<file path="config.mk">
export PLATFORM = sky130hd
export DESIGN_NAME = base64_percent_stream_decoder_core
export DESIGN_NICKNAME = d
export VERILOG_FILES = /design/src/design/b64pd_pkg.sv /design/src/design/base64_percent_stream_decoder_core.sv /design/src/design/b64pd_step.sv
export VERILOG_INCLUDE_DIRS = /design/src /design/src/design
export SDC_FILE = /design/constraint.sdc
export NUM_CORES = 1
export LEC_CHECK = 0
export ABC_AREA = 1
export BUFFER_PORTS_ARGS = -buffer_cell sky130_fd_sc_hd__buf_2
export CAP_MARGIN = 20
export CORE_MARGIN = 2
export CORE_UTILIZATION = 40
export CTS_BUF_LIST = sky130_fd_sc_hd__clkbuf_4 sky130_fd_sc_hd__clkbuf_8
export DETAILED_ROUTE_END_ITERATION = 12
export PLACE_DENSITY = 0.55
export SYNTH_ARGS = -nofsm -noshare
export SYNTH_HDL_FRONTEND = slang
export SYNTH_SLANG_ARGS = --single-unit
</file>
<file path="constraint.sdc">
create_clock -name clk -period 6 [get_ports clk]
set_input_delay 0.6 -clock clk [delete_from_list [all_inputs] [get_ports clk]]
set_output_delay 0.6 -clock clk [all_outputs]
set_load 0.03 [all_outputs]
</file>
<file path="src/design/assert_macros.svh">
// Assertion helpers shared by the decoder RTL.
// No dependencies; included by the files that check their own logic.
`ifndef ASSERT_MACROS_SVH
`define ASSERT_MACROS_SVH

// Property checked at every clock edge outside reset.
`define B64PD_ASSERT(label, clk, rst, prop, msg) \
  label: assert property (@(posedge clk) disable iff (rst) (prop)) else $error(msg);

// Same-cycle implication.
`define B64PD_ASSERT_IMPL(label, clk, rst, ante, cons, msg) \
  label: assert property (@(posedge clk) disable iff (rst) (ante) |-> (cons)) \
    else $error(msg);

`endif

</file>
<file path="src/design/b64pd_pkg.sv">
// Shared types, codes and character maps for the base64/percent decoder.
// No dependencies; used by b64pd_step and the top level.
`default_nettype none

package b64pd_pkg;

  localparam logic [1:0] ST_RUNNING   = 2'd0;
  localparam logic [1:0] ST_COMPLETE  = 2'd1;
  localparam logic [1:0] ST_INVALID   = 2'd2;
  localparam logic [1:0] ST_UNDERFLOW = 2'd3;

  localparam logic [1:0] ESC_NONE = 2'd0;
  localparam logic [1:0] ESC_PCT  = 2'd1;
  localparam logic [1:0] ESC_HEX  = 2'd2;

  localparam logic [7:0] CH_PCT = 8'h25;
  localparam logic [7:0] CH_EQ  = 8'h3D;

  typedef struct packed {
    logic [7:0] ch;
    logic       last;
  } item_t;

  typedef struct packed {
    logic [7:0] byte_0;
    logic [7:0] byte_1;
    logic [7:0] byte_2;
    logic [1:0] count;
    logic [1:0] status;
  } result_t;

  // {ok, value}
  function automatic logic [6:0] sextet_of(input logic [7:0] c);
    logic [7:0] d;
    logic [6:0] r;
    d = 8'd0;
    r = 7'd0;
    if (c >= 8'h41 && c <= 8'h5A) begin
      d = c - 8'h41;
      r = {1'b1, d[5:0]};
    end else if (c >= 8'h61 && c <= 8'h7A) begin
      d = c - 8'h61 + 8'd26;
      r = {1'b1, d[5:0]};
    end else if (c >= 8'h30 && c <= 8'h39) begin
      d = c - 8'h30 + 8'd52;
      r = {1'b1, d[5:0]};
    end else if (c == 8'h2B || c == 8'h2D) begin
      r = {1'b1, 6'd62};
    end else if (c == 8'h2F || c == 8'h5F) begin
      r = {1'b1, 6'd63};
    end
    return r;
  endfunction

  // {ok, value}
  function automatic logic [4:0] hex_of(input logic [7:0] c);
    logic [7:0] d;
    logic [4:0] r;
    d = 8'd0;
    r = 5'd0;
    if (c >= 8'h30 && c <= 8'h39) begin
      d = c - 8'h30;
      r = {1'b1, d[3:0]};
    end else if (c >= 8'h61 && c <= 8'h66) begin
      d = c - 8'h61 + 8'd10;
      r = {1'b1, d[3:0]};
    end else if (c >= 8'h41 && c <= 8'h46) begin
      d = c - 8'h41 + 8'd10;
      r = {1'b1, d[3:0]};
    end
    return r;
  endfunction

endpackage

`default_nettype wire

</file>
<file path="src/design/base64_percent_stream_decoder_core.sv">
// Base64 stream decoder with percent unescape, top level: input register,
// b64pd_step update logic, result register. Depends on b64pd_pkg,
// b64pd_step and assert_macros.svh.
//
// Usage:
//   Input channel (in_valid/in_stall, in_char, is_last) takes one raw
//   character per transfer; is_last marks the end of a stream.
//   Output channel (out_valid/out_stall) gives exactly one result per input
//   character: up to three bytes, byte_count, and status (running, complete,
//   invalid encoding, underflow). Unused bytes are zero.
//   A character taken into the input register passes through b64pd_step
//   into the result register once the output can take it. Throughput: one
//   character per cycle while the receiver does not stall.
//   Reset (rst, synchronous) empties both registers and clears the decoder
//   state. The last character of a stream clears the state again.
//   When the receiver stalls, the result is held; the input register still
//   takes one more character if it is empty, after which in_stall is raised
//   until the result is taken.
`default_nettype none

`include "assert_macros.svh"

module base64_percent_stream_decoder_core (
  input  wire logic       clk,
  input  wire logic       rst,
  input  wire logic       in_valid,
  output logic            in_stall,
  input  wire logic [7:0] in_char,
  input  wire logic       is_last,
  output logic            out_valid,
  input  wire logic       out_stall,
  output logic [7:0]      out_byte_0,
  output logic [7:0]      out_byte_1,
  output logic [7:0]      out_byte_2,
  output logic [1:0]      byte_count,
  output logic [1:0]      status
);

  logic                s1_valid;
  b64pd_pkg::item_t    s1_item;
  b64pd_pkg::result_t  step_result;
  b64pd_pkg::result_t  res;
  logic                out_ready;
  logic                fire;

  assign out_ready = !out_valid || !out_stall;
  assign fire      = s1_valid && out_ready;
  assign in_stall  = s1_valid && !out_ready;

  always_ff @(posedge clk) begin
    if (rst) begin
      s1_valid <= 1'b0;
    end else if (!in_stall) begin
      s1_valid <= in_valid;
    end
  end

  always_ff @(posedge clk) begin
    if (in_valid && !in_stall) begin
      s1_item.ch   <= in_char;
      s1_item.last <= is_last;
    end
  end

  b64pd_step u_step (
    .clk    (clk),
    .rst    (rst),
    .fire   (fire),
    .item   (s1_item),
    .result (step_result)
  );

  always_ff @(posedge clk) begin
    if (rst) begin
      out_valid <= 1'b0;
    end else if (out_ready) begin
      out_valid <= s1_valid;
    end
  end

  always_ff @(posedge clk) begin
    if (fire) begin
      res <= step_result;
    end
  end

  assign out_byte_0 = res.byte_0;
  assign out_byte_1 = res.byte_1;
  assign out_byte_2 = res.byte_2;
  assign byte_count = res.count;
  assign status     = res.status;

  `B64PD_ASSERT_IMPL(a_bytes_ok_status, clk, rst, (out_valid && byte_count != 2'd0), (status == b64pd_pkg::ST_RUNNING || status == b64pd_pkg::ST_COMPLETE), "bytes delivered with error status")
  `B64PD_ASSERT_IMPL(a_unused_byte_zero, clk, rst, (out_valid && byte_count != 2'd3), (out_byte_2 == 8'd0), "unused byte not zero")
  `B64PD_ASSERT(a_out_hold, clk, rst, (out_valid && out_stall) |=> (out_valid && $stable(res)), "stalled result changed")

endmodule

`default_nettype wire

</file>
<file path="src/design/b64pd_step.sv">
// Decoder state and per-character update: percent unescape, group fill,
// padding and sticky error handling. Depends on b64pd_pkg, assert_macros.svh.
`default_nettype none

`include "assert_macros.svh"

module b64pd_step (
  input  wire logic              clk,
  input  wire logic              rst,
  input  wire logic              fire,
  input  wire b64pd_pkg::item_t  item,
  output b64pd_pkg::result_t     result
);

  logic [5:0] store [3];
  logic [1:0] fill;
  logic [1:0] esc;
  logic [3:0] hex_high;
  logic       pad;
  logic       group_bad;
  logic [1:0] failed;

  logic [5:0] store_next [3];
  logic [1:0] fill_next;
  logic [1:0] esc_next;
  logic [3:0] hex_high_next;
  logic       pad_next;
  logic       group_bad_next;
  logic [1:0] failed_next;

  logic [4:0]  hx;
  logic [6:0]  sx;
  logic [7:0]  ch_eff;
  logic        add;
  logic        bad_v;
  logic [1:0]  st;
  logic [1:0]  n;
  logic [23:0] word;

  assign hx = b64pd_pkg::hex_of(item.ch);
  assign sx = b64pd_pkg::sextet_of(ch_eff);
  assign word = {store[0], store[1], store[2], sx[5:0]};

  always_comb begin
    store_next     = store;
    fill_next      = fill;
    esc_next       = esc;
    hex_high_next  = hex_high;
    pad_next       = pad;
    group_bad_next = group_bad;
    failed_next    = failed;
    ch_eff         = item.ch;
    add            = 1'b0;
    bad_v          = 1'b0;
    n              = 2'd0;
    st             = b64pd_pkg::ST_RUNNING;
    result         = '0;

    if (failed != b64pd_pkg::ST_RUNNING) begin
      st = failed;
    end else begin
      unique case (esc)
        b64pd_pkg::ESC_NONE: begin
          if (item.ch == b64pd_pkg::CH_PCT) begin
            if (item.last) st = b64pd_pkg::ST_UNDERFLOW;
            else esc_next = b64pd_pkg::ESC_PCT;
          end else begin
            add = 1'b1;
          end
        end
        b64pd_pkg::ESC_PCT: begin
          if (item.last) begin
            st = b64pd_pkg::ST_UNDERFLOW;
          end else if (!hx[4]) begin
            st = b64pd_pkg::ST_INVALID;
          end else begin
            hex_high_next = hx[3:0];
            esc_next      = b64pd_pkg::ESC_HEX;
          end
        end
        default: begin
          esc_next = b64pd_pkg::ESC_NONE;
          if (!hx[4]) begin
            st = b64pd_pkg::ST_INVALID;
          end else begin
            add    = 1'b1;
            ch_eff = {hex_high, hx[3:0]};
          end
        end
      endcase
    end

    if (add) begin
      case (fill)
        2'd0, 2'd1: begin
          if (!sx[6]) group_bad_next = 1'b1;
          store_next[fill] = sx[5:0];
          fill_next = fill + 2'd1;
        end
        2'd2: begin
          if (ch_eff == b64pd_pkg::CH_EQ) pad_next = 1'b1;
          else if (!sx[6]) group_bad_next = 1'b1;
          store_next[2] = sx[5:0];
          fill_next = 2'd3;
        end
        default: begin
          bad_v = group_bad;
          if (pad) begin
            if (ch_eff != b64pd_pkg::CH_EQ) bad_v = 1'b1;
            n = 2'd1;
          end else if (ch_eff == b64pd_pkg::CH_EQ) begin
            n = 2'd2;
          end else begin
            if (!sx[6]) bad_v = 1'b1;
            n = 2'd3;
          end
          fill_next      = 2'd0;
          pad_next       = 1'b0;
          group_bad_next = 1'b0;
          if (bad_v) begin
            st = b64pd_pkg::ST_INVALID;
          end else begin
            result.byte_0 = word[23:16];
            result.byte_1 = (n != 2'd1) ? word[15:8] : 8'd0;
            result.byte_2 = (n == 2'd3) ? word[7:0] : 8'd0;
            result.count  = n;
          end
        end
      endcase
    end

    if (st != b64pd_pkg::ST_RUNNING) begin
      result.byte_0 = 8'd0;
      result.byte_1 = 8'd0;
      result.byte_2 = 8'd0;
      result.count  = 2'd0;
      failed_next   = st;
    end else if (item.last) begin
      if (fill_next != 2'd0) begin
        st = b64pd_pkg::ST_INVALID;
        result.byte_0 = 8'd0;
        result.byte_1 = 8'd0;
        result.byte_2 = 8'd0;
        result.count  = 2'd0;
      end else begin
        st = b64pd_pkg::ST_COMPLETE;
      end
    end
    result.status = st;

    if (item.last) begin
      store_next[0]  = 6'd0;
      store_next[1]  = 6'd0;
      store_next[2]  = 6'd0;
      fill_next      = 2'd0;
      esc_next       = b64pd_pkg::ESC_NONE;
      hex_high_next  = 4'd0;
      pad_next       = 1'b0;
      group_bad_next = 1'b0;
      failed_next    = b64pd_pkg::ST_RUNNING;
    end
  end

  always_ff @(posedge clk) begin
    if (rst) begin
      store[0]  <= 6'd0;
      store[1]  <= 6'd0;
      store[2]  <= 6'd0;
      fill      <= 2'd0;
      esc       <= b64pd_pkg::ESC_NONE;
      hex_high  <= 4'd0;
      pad       <= 1'b0;
      group_bad <= 1'b0;
      failed    <= b64pd_pkg::ST_RUNNING;
    end else if (fire) begin
      store     <= store_next;
      fill      <= fill_next;
      esc       <= esc_next;
      hex_high  <= hex_high_next;
      pad       <= pad_next;
      group_bad <= group_bad_next;
      failed    <= failed_next;
    end
  end

  `B64PD_ASSERT(a_last_clears, clk, rst, (fire && item.last) |=> (fill == 2'd0 && esc == b64pd_pkg::ESC_NONE && failed == b64pd_pkg::ST_RUNNING), "state not cleared after last transfer")
  `B64PD_ASSERT(a_failed_sticky, clk, rst, (fire && !item.last && failed != b64pd_pkg::ST_RUNNING) |=> (failed == $past(failed)), "sticky error changed")
  `B64PD_ASSERT(a_hold_idle, clk, rst, !fire |=> ($stable(fill) && $stable(failed) && $stable(esc)), "state moved without a transfer")

endmodule

`default_nettype wire
</file>
==> load_flow_metrics.sql <==
INSERT INTO impl_metrics (metric_group, metric, value, unit) VALUES
('logic_synthesis', 'post-synth-top-area-cell', 'sky130_fd_sc_hd__edfxtp_1', ''),
('finish', 'fraction_of_layout_cells_with_a_size_suffix_above_1', '17.84', '%'),
('critical_path', 'worst_setup_path_end_kind', 'flip-flop', ''),
('sta', 'setup_repair_after_global_routing_missed_its_margin', 'false', ''),
('detailed_routing', 'post_drt_wl_per_cell', '12.37', 'um'),
('finish', 'insertedDiodeCount', '0', ''),
('logic_synthesis', 'mappedNetlistNets', '528', ''),
('clock_tree', 'clockRootBuffer', 'sky130_fd_sc_hd__clkbuf_8', ''),
('logic_synthesis', 'synth.ff_latch_count', '69', ''),
('die', 'die-area', '10430', 'um2'),
('grt', 'vias_in_the_first_global_route', '3055', ''),
('logic_synthesis', 'ys_seq_area_share', '45.48', '%'),
('critical_path', 'setup.worst_path.class', 'flip-flop to flip-flop', ''),
('finish', 'finalCoreUtilization', '47.63', '%'),
('clock_tree', 'cts.reportedPaths.clkPinSlew', '80', 'ps'),
('power_and_ir_drop', 'p_total', '0.001120', 'W'),
('die', 'die-height', '102.1', 'um'),
('sta', 'final_max_slew_viol_count', '0', ''),
('die', 'dieWidth', '102.1', 'um'),
('grt', 'overall_overflow_remaining_after_global_route', '0', ''),
('min_path', 'hold_path.class', 'primary input to flip-flop', ''),
('min_path', 'min_delay_path_depth', '1', ''),
('grt', 'grt_start_max_net_pins', '32', ''),
('clock_tree', 'clock_tree_from_tritoncts', 'done', ''),
('power_and_ir_drop', 'power.static_leakage', '1.857', 'nW'),
('clock_tree', 'tritoncts_num_sinks', '69', ''),
('place', 'buffers_on_ports', '42', ''),
('finish', 'synthToLayoutAreaGrowth', '14.81', '%'),
('die', 'start_util', '41.48', '%'),
('logic_synthesis', 'synth-edff-count', '37', ''),
('logic_synthesis', 'synth_unique_cells', '40', ''),
('sta', 'setup_viol', '0', ''),
('critical_path', 'setup.worst_path.start_class', 'flip-flop', ''),
('run_status', 'run_status', 'completed', ''),
('detailed_routing', 'initial_drc_count', '149', ''),
('logic_synthesis', 'synthesis.area_per_instance', '7.656', 'um2'),
('clock_tree', 'clockBufferDepth', '2', ''),
('logic_synthesis', 'synth.yosys.warnings', '0', ''),
('power_and_ir_drop', 'power.density', '253.4', 'nW/um2'),
('grt', 'track_usage', '17.22', '%'),
('finish', 'finalNetCount', '575', ''),
('place', 'place_hpwl', '6555', 'um'),
('logic_synthesis', 'synth_flop_cell', 'sky130_fd_sc_hd__edfxtp_1', ''),
('sta', 'timing.max_slew.rel_slack', '39.46', '%'),
('finish', 'fillCellCount', '950', ''),
('detailed_routing', 'first_pass_iters', '4', ''),
('sta', 'period_needed', '3661', 'ps'),
('die', 'fp.coreArea', '9284', 'um2'),
('sta', 'upper_clock_frequency_limit', '273.2', 'MHz'),
('sta', 'tns', '0', 'ps'),
('grt', 'grt_pass1_wl', '13970', 'um'),
('run', 'max_cap_violations', '0', ''),
('logic_synthesis', 'mappedNetlistArea', '3851', 'um2'),
('clock_tree', 'post_cts.repair.setup_buffers', '0', ''),
('sta', 'post-route-period-util', '61.01', '%'),
('detailed_routing', 'drt.antenna.violating_nets', '0', ''),
('logic_synthesis', 'cell_count_after_synthesis', '503', ''),
('logic_synthesis', 'synth_commonest_cells', 'sky130_fd_sc_hd__nand2_1 (135), sky130_fd_sc_hd__inv_1 (70), sky130_fd_sc_hd__nor2_1 (56), sky130_fd_sc_hd__edfxtp_1 (37), sky130_fd_sc_hd__a21oi_1 (35)', ''),
('clock_tree', 'cts_max_level', '3', ''),
('detailed_routing', 'drt_drc_violations_left', '0', ''),
('clock_tree', 'tritoncts.num_buffers', '9', ''),
('logic_synthesis', 'ys_top_cells_by_area', 'sky130_fd_sc_hd__edfxtp_1 (29%), sky130_fd_sc_hd__dfxtp_1 (17%), sky130_fd_sc_hd__nand2_1 (13%), sky130_fd_sc_hd__inv_1 (6.8%), sky130_fd_sc_hd__nor2_1 (5.5%)', ''),
('power_and_ir_drop', 'vdd_ir_drop_max', '0.1154', 'mV'),
('critical_path', 'critPathRequiredTime', '6100', 'ps'),
('clock_tree', 'cts.hold.buffers_added', '0', ''),
('critical_path', 'timing.critical_path.fanout_max', '16', ''),
('logic_synthesis', 'netlist.area_leader.share', '28.85', '%'),
('die', 'floorplan.io_pins', '43', ''),
('sta', 'timing_worst_slew_pin_value', '898.7', 'ps'),
('detailed_routing', 'routed_wirelength', '8459', 'um'),
('logic_synthesis', 'synth.most_common_cell', 'sky130_fd_sc_hd__nand2_1', '');
-- area by class of cell --
type | instances | area (um2) | share of cell area (%)
repair buffers | 43 | 217.7 | 4.924
multi-input cells | 349 | 1770 | 40.04
clock inverters | 7 | 102.6 | 2.320
flip-flops and latches | 69 | 1752 | 39.62
inverters | 78 | 294.0 | 6.650
well taps | 129 | 161.4 | 3.650
clock buffers | 9 | 123.9 | 2.801
-- final timing paths --
path / endpoint / slack (ps) / start
worst max-delay path: out_byte_2[7]$_SDFFCE_PP0P_ / 2340 / s1_item[1]$_DFFE_PP_
worst min-delay path: s1_item[3]$_DFFE_PP_ / 430 / in_char[2]
worst max register to register: out_byte_2[7]$_SDFFCE_PP0P_ / 2340 / s1_item[1]$_DFFE_PP_
worst min register to register: u_step.store[0]$_SDFFE_PP0P_ / 470 / u_step.store[0]$_SDFFE_PP0P_
-- critical path, stage by stage, from the launching register on --
cell and delay, ps:
sky130_fd_sc_hd__edfxtp_1 450, sky130_fd_sc_hd__inv_1 110, sky130_fd_sc_hd__ha_1 230, sky130_fd_sc_hd__o21ai_2 110, sky130_fd_sc_hd__nand2_1 100, sky130_fd_sc_hd__nand2_2 150
sky130_fd_sc_hd__nand2_4 130, sky130_fd_sc_hd__nand2_4 180, sky130_fd_sc_hd__nand2_1 70, sky130_fd_sc_hd__nand2_1 180, sky130_fd_sc_hd__inv_1 110, sky130_fd_sc_hd__ha_1 250
sky130_fd_sc_hd__nor2_1 120, sky130_fd_sc_hd__nand2_1 60, sky130_fd_sc_hd__nand3_1 150, sky130_fd_sc_hd__nand2_1 70, sky130_fd_sc_hd__nor2_1 240, sky130_fd_sc_hd__nand3_2 140
sky130_fd_sc_hd__nand3_2 90, sky130_fd_sc_hd__nand2_2 70, sky130_fd_sc_hd__nand3_4 140, sky130_fd_sc_hd__nor2_8 50, sky130_fd_sc_hd__nand2_4 140, sky130_fd_sc_hd__nor2_2 50
-- registers in the layout (all words and copies together), names as in the netlist --
register / flops
out_byte_2: 8
out_byte_1: 8
out_byte_0: 8
u_step.group_bad: 1
u_step.esc: 2
byte_count: 2
s1_item: 9
u_step.failed: 2
u_step.store: 18
s1_valid: 1
u_step.pad: 1
out_valid: 1
u_step.fill: 2
status: 2
u_step.hex_high: 4
-- placed cells by master, fill, tap and decap left out, drive strengths merged, types with 3 or more instances in the layout --
master and count:
nand2 150, inv 80, nor2 66, buf 43, edfxtp 37, a21oi 35
dfxtp 32, nand3 30, o21ai 24, ha 12, clkbuf 9, xor2 5
o211ai 4, nand4 3, nor3 3
-- layer usage --
metal | share of wire, % | GRT usage [%] | wire length (um) | vias up
met3 | 3.8 | 2.804 | 322 | 10
met4 | 1.2 | 6.256 | 105 | 0
met2 | 48 | 29.76 | 4076 | 77
met1 | 47 | 21.74 | 3955 | 1435
met5 | 0 | 0 | 0 | -
li1 | - | - | - | 1713
-- kinds of logic (layout without fill, tap and decap cells) --
group,Yosys count,count (layout),share of synthesized area [%]
AO/OA/AOI/OAI,76,76,11.27
AND/OR/NAND/NOR,256,256,29.60
XOR/XNOR,5,5,1.137
buffers and inverters,85,137,8.609
adder cells (fa/ha/maj),12,12,3.899
flip-flops,69,69,45.48
-- per-stage QoR --
stage	cell area, um2	cells	hold slack, ps	setup slack [ps]
2_1_floorplan	3851	503	444.9	2805
3_3_place_gp	4195	668	454.2	2512
3_5_place_dp	4195	668	455.8	2390
4_1_cts	4422	684	407.7	2374
5_1_grt	4422	684	406.4	1975
6_report	4422	684	426.7	2339
-- report_power, final --
group	switching [W]	internal, W
Clock	0.000194	0.000240
Sequential	0.00000912	0.000514
Combinational	0.000117	0.0000467
(Power assumes the default switching activity.)
